--- src/tssmh_pkg.sv ---
// Package for the tilt servo slew block: field widths, fixed constants,
// register indexes and register reset values. No dependencies.
`default_nettype none

package tssmh_pkg;

  // Default width of the tilt outputs and of the stored tilts.
  localparam int TILT_WIDTH_DEF = 12;

  // Input and configuration field widths.
  localparam int PULSE_W    = 13;
  localparam int SCALE_W    = 15;
  localparam int THRESH_W   = 12;
  localparam int STEP_W     = 8;
  localparam int DIV_W      = 8;
  localparam int CFG_INDEX_W = 4;
  localparam int CFG_DATA_W  = 16;

  // Pulse centering and the Q14 gain shift.
  localparam int PULSE_CENTER = 3000;
  localparam int SCALE_SHIFT  = 14;

  // Centered pulse, full product and the product after the Q14 shift.
  localparam int CENTER_W = PULSE_W + 1;
  localparam int PROD_W   = CENTER_W + SCALE_W + 1;
  localparam int SHIFT_W  = PROD_W - SCALE_SHIFT;

  // Register indexes in the configuration space.
  typedef enum logic [CFG_INDEX_W-1:0] {
    CFG_FIRST_SCALE     = 4'd0,
    CFG_SECOND_SCALE    = 4'd1,
    CFG_TRANSITION_HIGH = 4'd2,
    CFG_TRANSITION_LOW  = 4'd3,
    CFG_FORWARD_TARGET  = 4'd4,
    CFG_STEP_SIZE       = 4'd5,
    CFG_UPDATE_DIVIDER  = 4'd6,
    CFG_REVERSE         = 4'd7
  } cfg_reg_t;

  // Register reset values.
  localparam logic [SCALE_W-1:0] SCALE_RESET = 15'd8192;
  localparam logic [STEP_W-1:0]  STEP_RESET  = 8'd1;
  localparam logic [DIV_W-1:0]   DIV_RESET   = 8'd1;

endpackage

`default_nettype wire

--- src/tilt_servo_slew_with_mode_hysteresis.sv ---
// Top level of the tilt servo slew block with hover/forward hysteresis.
// Depends on tssmh_pkg for widths, constants and register indexes.
`default_nettype none

// Each accepted input transaction is one heartbeat tick and produces exactly one
// result transaction carrying both slewed tilts and the hover flag. The block
// takes one transaction per clock cycle while the input side is not stalled. Its
// result is offered once the tick reaches the result register. There are three
// registers on the way: an input register, a multiply stage that forms the two
// saturated tilt targets, and the result register, which is also the tilt and mode state.
// Each stage holds its transaction until the next stage is free, so a waiting
// result does not keep the input side from filling the earlier stages.
// Configuration writes are always accepted and should be issued
// only while no tick is in flight.
module tilt_servo_slew_with_mode_hysteresis #(
  parameter int TILT_WIDTH = tssmh_pkg::TILT_WIDTH_DEF
) (
  input  logic                                  clk,
  input  logic                                  rst,

  input  logic                                  in_valid,
  output logic                                  in_ready,
  input  logic [tssmh_pkg::PULSE_W-1:0]         aux_pulse,
  input  logic [tssmh_pkg::PULSE_W-1:0]         trim_pulse,
  input  logic                                  radio_link,

  output logic                                  out_valid,
  input  logic                                  out_ready,
  output logic signed [TILT_WIDTH-1:0]          first_tilt,
  output logic signed [TILT_WIDTH-1:0]          second_tilt,
  output logic                                  hovering,

  input  logic                                  cfg_valid,
  output logic                                  cfg_ready,
  input  logic [tssmh_pkg::CFG_INDEX_W-1:0]     cfg_index,
  input  logic [tssmh_pkg::CFG_DATA_W-1:0]      cfg_data
);

  import tssmh_pkg::*;

  // Working width for averaging, comparing, stepping and saturating. It
  // holds the shifted product, a negated average and a target plus a step.
  localparam int DW = (TILT_WIDTH + 2 > SHIFT_W) ? TILT_WIDTH + 2 : SHIFT_W;
  localparam logic signed [DW-1:0] TILT_MAX = DW'((2 ** (TILT_WIDTH - 1)) - 1);
  localparam logic signed [DW-1:0] TILT_MIN = DW'(-(2 ** (TILT_WIDTH - 1)));

  // Saturate a working-width value to the tilt range.
  function automatic logic signed [TILT_WIDTH-1:0] clamp_tilt(
    input logic signed [DW-1:0] v
  );
    logic signed [DW-1:0] r;
    if (v > TILT_MAX) begin
      r = TILT_MAX;
    end else if (v < TILT_MIN) begin
      r = TILT_MIN;
    end else begin
      r = v;
    end
    return TILT_WIDTH'(r);
  endfunction

  // Move a tilt one step toward its target. The hold band is
  // target <= tilt < target + step.
  function automatic logic signed [TILT_WIDTH-1:0] step_toward(
    input logic signed [TILT_WIDTH-1:0] tilt,
    input logic signed [TILT_WIDTH-1:0] target,
    input logic [STEP_W-1:0]            step
  );
    logic signed [DW-1:0] tw;
    logic signed [DW-1:0] gw;
    logic signed [DW-1:0] sw;
    logic signed [TILT_WIDTH-1:0] r;
    tw = DW'(tilt);
    gw = DW'(target);
    sw = DW'(signed'({1'b0, step}));
    if (tw >= gw + sw) begin
      r = TILT_WIDTH'(tw - sw);
    end else if (tw < gw) begin
      r = clamp_tilt(tw + sw);
    end else begin
      r = tilt;
    end
    return r;
  endfunction

  // Configuration registers.
  logic [SCALE_W-1:0]         first_scale;
  logic [SCALE_W-1:0]         second_scale;
  logic signed [THRESH_W-1:0] transition_high;
  logic signed [THRESH_W-1:0] transition_low;
  logic signed [THRESH_W-1:0] forward_target;
  logic [STEP_W-1:0]          step_size;
  logic [DIV_W-1:0]           update_divider;
  logic                       reverse;

  // Pipeline registers.
  logic                         s1_valid;
  logic [PULSE_W-1:0]           s1_pulse;
  logic                         s2_valid;
  logic signed [TILT_WIDTH-1:0] s2_t1;
  logic signed [TILT_WIDTH-1:0] s2_t2;

  // State, which doubles as the result register.
  logic signed [TILT_WIDTH-1:0] tilt_one;
  logic signed [TILT_WIDTH-1:0] tilt_two;
  logic                         forward_mode;
  logic [DIV_W-1:0]             tick_phase;

  // Flow control. A stage moves forward when the next stage is empty or is
  // itself moving forward in the same cycle.
  logic s3_take;
  logic s2_take;
  logic in_take;

  assign s3_take   = s2_valid && (!out_valid || out_ready);
  assign s2_take   = s1_valid && (!s2_valid || s3_take);
  assign in_ready  = !s1_valid || s2_take;
  assign in_take   = in_valid && in_ready;
  assign cfg_ready = 1'b1;

  always_ff @(posedge clk) begin
    if (rst) begin
      s1_valid  <= 1'b0;
      s2_valid  <= 1'b0;
      out_valid <= 1'b0;
    end else begin
      if (in_take) begin
        s1_valid <= 1'b1;
      end else if (s2_take) begin
        s1_valid <= 1'b0;
      end
      if (s2_take) begin
        s2_valid <= 1'b1;
      end else if (s3_take) begin
        s2_valid <= 1'b0;
      end
      if (s3_take) begin
        out_valid <= 1'b1;
      end else if (out_ready) begin
        out_valid <= 1'b0;
      end
    end
  end

  // Configuration write port.
  always_ff @(posedge clk) begin
    if (rst) begin
      first_scale     <= SCALE_RESET;
      second_scale    <= SCALE_RESET;
      transition_high <= '0;
      transition_low  <= '0;
      forward_target  <= '0;
      step_size       <= STEP_RESET;
      update_divider  <= DIV_RESET;
      reverse         <= 1'b0;
    end else if (cfg_valid && cfg_ready) begin
      case (cfg_index)
        CFG_FIRST_SCALE:     first_scale     <= SCALE_W'(cfg_data);
        CFG_SECOND_SCALE:    second_scale    <= SCALE_W'(cfg_data);
        CFG_TRANSITION_HIGH: transition_high <= THRESH_W'(cfg_data);
        CFG_TRANSITION_LOW:  transition_low  <= THRESH_W'(cfg_data);
        CFG_FORWARD_TARGET:  forward_target  <= THRESH_W'(cfg_data);
        CFG_STEP_SIZE:       step_size       <= STEP_W'(cfg_data);
        CFG_UPDATE_DIVIDER:  update_divider  <= DIV_W'(cfg_data);
        CFG_REVERSE:         reverse         <= cfg_data[0];
        default: ;
      endcase
    end
  end

  // Stage one: the radio flag picks the stick or the trim pulse.
  always_ff @(posedge clk) begin
    if (in_take) begin
      s1_pulse <= radio_link ? aux_pulse : trim_pulse;
    end
  end

  // Stage two: center the pulse, apply both Q14 gains and saturate. The
  // arithmetic shift rounds toward minus infinity.
  logic signed [CENTER_W-1:0] centered;
  logic signed [PROD_W-1:0]   prod_one;
  logic signed [PROD_W-1:0]   prod_two;
  logic signed [SHIFT_W-1:0]  shift_one;
  logic signed [SHIFT_W-1:0]  shift_two;

  always_comb begin
    centered  = CENTER_W'(signed'({1'b0, s1_pulse})) - CENTER_W'(PULSE_CENTER);
    prod_one  = PROD_W'(centered) * PROD_W'(signed'({1'b0, first_scale}));
    prod_two  = PROD_W'(centered) * PROD_W'(signed'({1'b0, second_scale}));
    shift_one = SHIFT_W'(prod_one >>> SCALE_SHIFT);
    shift_two = SHIFT_W'(prod_two >>> SCALE_SHIFT);
  end

  always_ff @(posedge clk) begin
    if (s2_take) begin
      s2_t1 <= clamp_tilt(DW'(shift_one));
      s2_t2 <= clamp_tilt(DW'(shift_two));
    end
  end

  // Stage three: average the targets toward zero, run the hysteresis, pick
  // the targets and slew the stored tilts on update ticks.
  logic signed [DW-1:0]         tgt_sum;
  logic signed [DW-1:0]         tgt_sum_adj;
  logic signed [DW-1:0]         tgt_avg;
  logic signed [DW-1:0]         mode_level;
  logic                         forward_mode_next;
  logic signed [TILT_WIDTH-1:0] forward_clamped;
  logic signed [TILT_WIDTH-1:0] target_one;
  logic signed [TILT_WIDTH-1:0] target_two;
  logic signed [TILT_WIDTH-1:0] tilt_one_next;
  logic signed [TILT_WIDTH-1:0] tilt_two_next;
  logic [DIV_W-1:0]             divider_eff;
  logic [DIV_W:0]               phase_inc;
  logic [DIV_W-1:0]             tick_phase_next;

  always_comb begin
    tgt_sum     = DW'(s2_t1) + DW'(s2_t2);
    // Adding one to a negative sum makes the shift truncate toward zero.
    tgt_sum_adj = tgt_sum + DW'(signed'({1'b0, tgt_sum[DW-1]}));
    tgt_avg     = tgt_sum_adj >>> 1;
    mode_level  = reverse ? -tgt_avg : tgt_avg;

    // The clear is checked after the set, so it wins when both thresholds hit.
    forward_mode_next = forward_mode;
    if (mode_level >= DW'(transition_high)) begin
      forward_mode_next = 1'b1;
    end
    if (mode_level < DW'(transition_low)) begin
      forward_mode_next = 1'b0;
    end

    forward_clamped = clamp_tilt(DW'(forward_target));
    target_one      = forward_mode_next ? forward_clamped : s2_t1;
    target_two      = forward_mode_next ? forward_clamped : s2_t2;

    if (tick_phase == '0) begin
      tilt_one_next = step_toward(tilt_one, target_one, step_size);
      tilt_two_next = step_toward(tilt_two, target_two, step_size);
    end else begin
      tilt_one_next = tilt_one;
      tilt_two_next = tilt_two;
    end

    // A divider of zero acts as one, and a phase left above a lowered
    // divider wraps on the next tick.
    divider_eff     = (update_divider == '0) ? DIV_W'(1) : update_divider;
    phase_inc       = {1'b0, tick_phase} + (DIV_W + 1)'(1);
    tick_phase_next = (phase_inc >= {1'b0, divider_eff}) ? '0 : phase_inc[DIV_W-1:0];
  end

  always_ff @(posedge clk) begin
    if (rst) begin
      tilt_one     <= '0;
      tilt_two     <= '0;
      forward_mode <= 1'b0;
      tick_phase   <= '0;
    end else if (s3_take) begin
      tilt_one     <= tilt_one_next;
      tilt_two     <= tilt_two_next;
      forward_mode <= forward_mode_next;
      tick_phase   <= tick_phase_next;
    end
  end

  assign first_tilt  = tilt_one;
  assign second_tilt = tilt_two;
  assign hovering    = !forward_mode;

`ifndef SYNTHESIS
  // The state moves only when a tick enters the result register.
  a_state_holds: assert property (@(posedge clk) disable iff (rst)
    !s3_take |=> $stable(tilt_one) && $stable(tilt_two) &&
                 $stable(forward_mode) && $stable(tick_phase))
    else $error("tilt state changed without a tick");

  // The input side stalls only when every stage is full.
  a_stall_full: assert property (@(posedge clk) disable iff (rst)
    !in_ready |-> s1_valid && s2_valid && out_valid)
    else $error("input stalled with a free stage");

  // After a tick the phase is zero or below the divider in use.
  a_phase_range: assert property (@(posedge clk) disable iff (rst)
    s3_take && !cfg_valid |=>
      (tick_phase == '0) || ({1'b0, tick_phase} < {1'b0, update_divider}))
    else $error("tick phase beyond divider");
`endif

endmodule

`default_nettype wire
--- config.mk ---
export PLATFORM = sky130hd
export DESIGN_NAME = tilt_servo_slew_with_mode_hysteresis
export DESIGN_NICKNAME = d
export VERILOG_FILES = /design/src/tssmh_pkg.sv /design/src/tilt_servo_slew_with_mode_hysteresis.sv
export SDC_FILE = /design/constraint.sdc
export NUM_CORES = 2
export LEC_CHECK = 0
export BUFFER_PORTS_ARGS = -buffer_cell sky130_fd_sc_hd__clkbuf_2
export CORE_MARGIN = 10
export CORE_UTILIZATION = 53
export DETAILED_ROUTE_END_ITERATION = 8
export HOLD_SLACK_MARGIN = 0.02
export PLACE_DENSITY = 0.68
export SYNTH_ARGS = -nofsm -noshare
export SYNTH_HDL_FRONTEND = slang
export SYNTH_SLANG_ARGS = --single-unit
export TNS_END_PERCENT = 100
--- constraint.sdc ---
create_clock -name clk -period 28.3 [get_ports clk]
set_input_delay 4.245 -clock clk [delete_from_list [all_inputs] [get_ports clk]]
set_output_delay 4.245 -clock clk [all_outputs]
set_load 0.05 [all_outputs]
==> impl_metrics.tcl <==
set metrics [dict create \
    run_status "finished, final reports clean" \
    fin_crit_ps 11380 \
    yosys-top-cells-area "sky130_fd_sc_hd__fa_1 24%, sky130_fd_sc_hd__ha_1 18%, sky130_fd_sc_hd__dfxtp_1 9.2%, sky130_fd_sc_hd__inv_1 6.3%, sky130_fd_sc_hd__nand2_1 5.3%" \
    grtUsageTotal_pct 24.4 \
    post-route-drc-count 0 \
    final_cells 3610 \
    power_per_cell_area_nw_per_um2 55.9 \
    cts_made_buffers 17 \
    holdBufCountCts 0 \
    flow.area_growth_from_synthesis_pct 5.78 \
    critPathRequiredTime_ps 28670 \
    fin_crit_sh_pct 40.2 \
    synthesized_netlist_net_count 3721 \
    grt_max_degree 64 \
    area_used_by_sequential_logic_in_the_layout_um2 3490 \
    hp-class "reg -> reg" \
    cts.sinks 156 \
    post_synth_inst_count 2990 \
    detailedRoute.firstPassIterationCount 7 \
    die_height_um 241 \
    place.gp.congestion 0.923 \
    net-switching-power_uw 756 \
    cts.htree.levels 4 \
    synth.yosys.seq_area_share_pct 13.5 \
    yosys.area.top_type "sky130_fd_sc_hd__fa_1" \
    clock_tree_from_tritoncts "built" \
    synth-edff-count 37 \
    max_rail_drop_vdd_mv 0.0476 \
    grtUsageMet2_pct 40.1 \
    dominantRegCellSynth "sky130_fd_sc_hd__dfxtp_1" \
    drtIter0Drc 1156 \
    setup_ws_pre_cts_ps 17070 \
    finalSetupViolations 0 \
    power.share.sequential_pct 18.2 \
    setup.worst_path.end_class "flip-flop" \
    slew_violations 0 \
    io_buffers 77 \
    mappedNetlistArea_um2 25900 \
    cts_buffer_depth 2 \
    timing.critical_path.arrival_ps 11750 \
    fmax_mhz 87.9 \
    grtUsageMet3_pct 4.80 \
    drt_wl_total_mm 68.5 \
    worst_skew_pair.late_latency_ps 480 \
    share_clk_of_total_power_pct 15.5 \
    routedWlPerCell_um 19.0 \
    grt_remaining_overflow 0 \
    timing.critical_path.fanout_max 32 \
    place.detailed.hpwl_mm 53.5 \
    final_antenna_net_count 0 \
    die_w_um 241 \
    pwr-share-comb_pct 66.3 \
    grt_pass1_vias 21499 \
    timing.setup.tns_ps 0 \
    critPathMaxStageDelay_ps 640 \
    post_route_cells_drive_above_1_share_pct 6.62 \
    crit_top_cell "sky130_fd_sc_hd__a21oi_1" \
    num-nets-final 3711 \
    multi_input_comb_area_um2 20300 \
    post_cts.resized_instances 0 \
    fp.coreArea_um2 48000 \
    intPower_uw 777 \
    start_util_pct 53.9 \
    postSynth.asyncResetShare_pct 0 \
    netSwitchingFraction_pct 49.3 \
    post-cts-setup-buffers 0 \
    grt_busiest_layer "met2" \
    setup.worst_path.class "reg -> reg" \
    power.leakage_uw 0.0134 \
    grt_use_met1_pct 31.7 \
    grt_pass1_wl_mm 112 \
    worstSetupStartpointType "flip-flop" \
    synth_area_per_cell_um2 8.66 \
    final.setup_skew_ps 13.7 \
    unique_cell_type_count_in_the_yosys_netlist 80 \
    totalPowerFinal_uw 1530 \
    row_count 80 \
    synthesis.yosys.warnings 0 \
    via_count 20785 \
    floorplan.die_area_um2 58100 \
    worst_pin_slew_ps 1070 \
    maximum_capacitance_violations 0 \
    avgViaCountPerCell 5.76 \
    io_pins 80 \
    timing.slew.headroom_pct 28.7 \
    fillCellCount 4283 \
    clk_root_buffer_cell "sky130_fd_sc_hd__clkbuf_16" \
    finalWorstSetupSlack_ps 16920 \
    synth_top_cell_area_share_pct 24.2 \
    timing.critical_path.slowest_stage_cell "sky130_fd_sc_hd__o21ai_2" \
    setup_repair_after_global_routing_missed_its_margin "false" \
    whs_ps 462 \
    post_synthesis_sequential_element_count 156 \
    final-hold-violation-count 0 \
    numPlacedInstances 3576 \
    number_of_antenna_violations_at_the_first_check_in_global_routing 1 \
    cts.clk_slew.worst_paths_ps 80 \
]
[cell type report]
class | instances | area share [%]
diodes | 2 | 0.0183
clock buffers | 18 | 1.57
clock inverters | 14 | 0.557
inverters | 436 | 5.97
multi-input cells | 2267 | 74.2
flip-flops and latches | 156 | 12.8
well taps | 615 | 2.81
repair buffers | 102 | 2.10
[cell usage after synthesis, drive strengths merged, types with 11 or more instances]
cell type and number:
a211oi 22, a21o 44, a21oi 140, a31oi 19, and2 160, and3 21, buf 15, clkbuf 116
dfxtp 119, edfxtp 37, fa 313, ha 366, inv 436, mux2 31, mux2i 64, nand2 364
nand2b 42, nand3 35, nand3b 13, nand4 25, nor2 139, nor2b 37, nor3 35, nor4 11
o21a 17, o21ai 78, o21bai 28, or2 14, or3 33, xnor2 65, xor2 34
[worst max-delay path, delay by kind of cell (launching register included)]
kind | cells | cell delay, ps
compound gates | 15 | 2910
buf+inv | 2 | 300
fa+ha+maj | 7 | 2120
simple gates | 21 | 4730
mux | 1 | 410
flops | 1 | 460
xor+xnor | 1 | 300
[final timing paths]
check | from | to | slack [ps] | cells past startpoint
hold reg to reg | transition_low[6] | transition_low[6] | 460 | 2
setup reg to reg | s2_t1[0] | first_tilt[5] | 16920 | 47
setup / recovery | s2_t1[0] | first_tilt[5] | 16920 | 47
hold / removal | transition_low[6] | transition_low[6] | 460 | 2
[kinds of logic after synthesis]
kind of cell | after synthesis | synth area share, %
and+or+nand+nor | 948 | 18.0
xor gates and xnor gates | 99 | 3.38
adders and majority gates | 679 | 41.9
other | 1 | 0.0145
AOI/OAI and AO/OA | 445 | 11.1
buffers and inverters | 567 | 8.30
muxes | 95 | 3.82
DFF | 156 | 13.5
[power groups by stage]
stage          Clock, uW  Sequential, uW  Combinational [uW]
2_1_floorplan          0             290                 737
3_3_place_gp           0             283                 973
3_5_place_dp           0             284                1000
4_1_cts              242             278                1010
5_1_grt              250             280                1150
6_report             237             279                1020
[registers in the layout (all words and copies together) (netlist names), 12 cells and up]
register,flops
s2_t1,12
transition_high,12
s2_t2,12
transition_low,12
first_tilt,12
second_scale,15
first_scale,15
forward_target,12
s1_pulse,13
second_tilt,12
[per-layer routing]
metal / vias up / share of wire, %
met5: - / 0
met4: 0 / 2.9
met3: 120 / 6.4
met2: 595 / 46
met1: 10255 / 44
li1: 9815 / -
[cells in the final DEF (no fill, tap or decap), drive strengths merged, types with 65 or more instances in the layout]
cell | netlist | routed
inv | 436 | 444
ha | 366 | 366
nand2 | 364 | 364
fa | 313 | 313
and2 | 160 | 160
a21oi | 140 | 140
nor2 | 139 | 139
dfxtp | 119 | 119
clkbuf | 116 | 94
o21ai | 78 | 78
xnor2 | 65 | 65
[per-stage QoR]
step | instance area (um2) | util [%]
after floorplan | 25900 | -
after global placement | 26800 | 55.8
after detailed placement | 26800 | 55.8
after CTS | 27400 | 57.0
after global routing | 27400 | 57.0
final | 27400 | 57.0
Power figures use the tool's default switching activity.
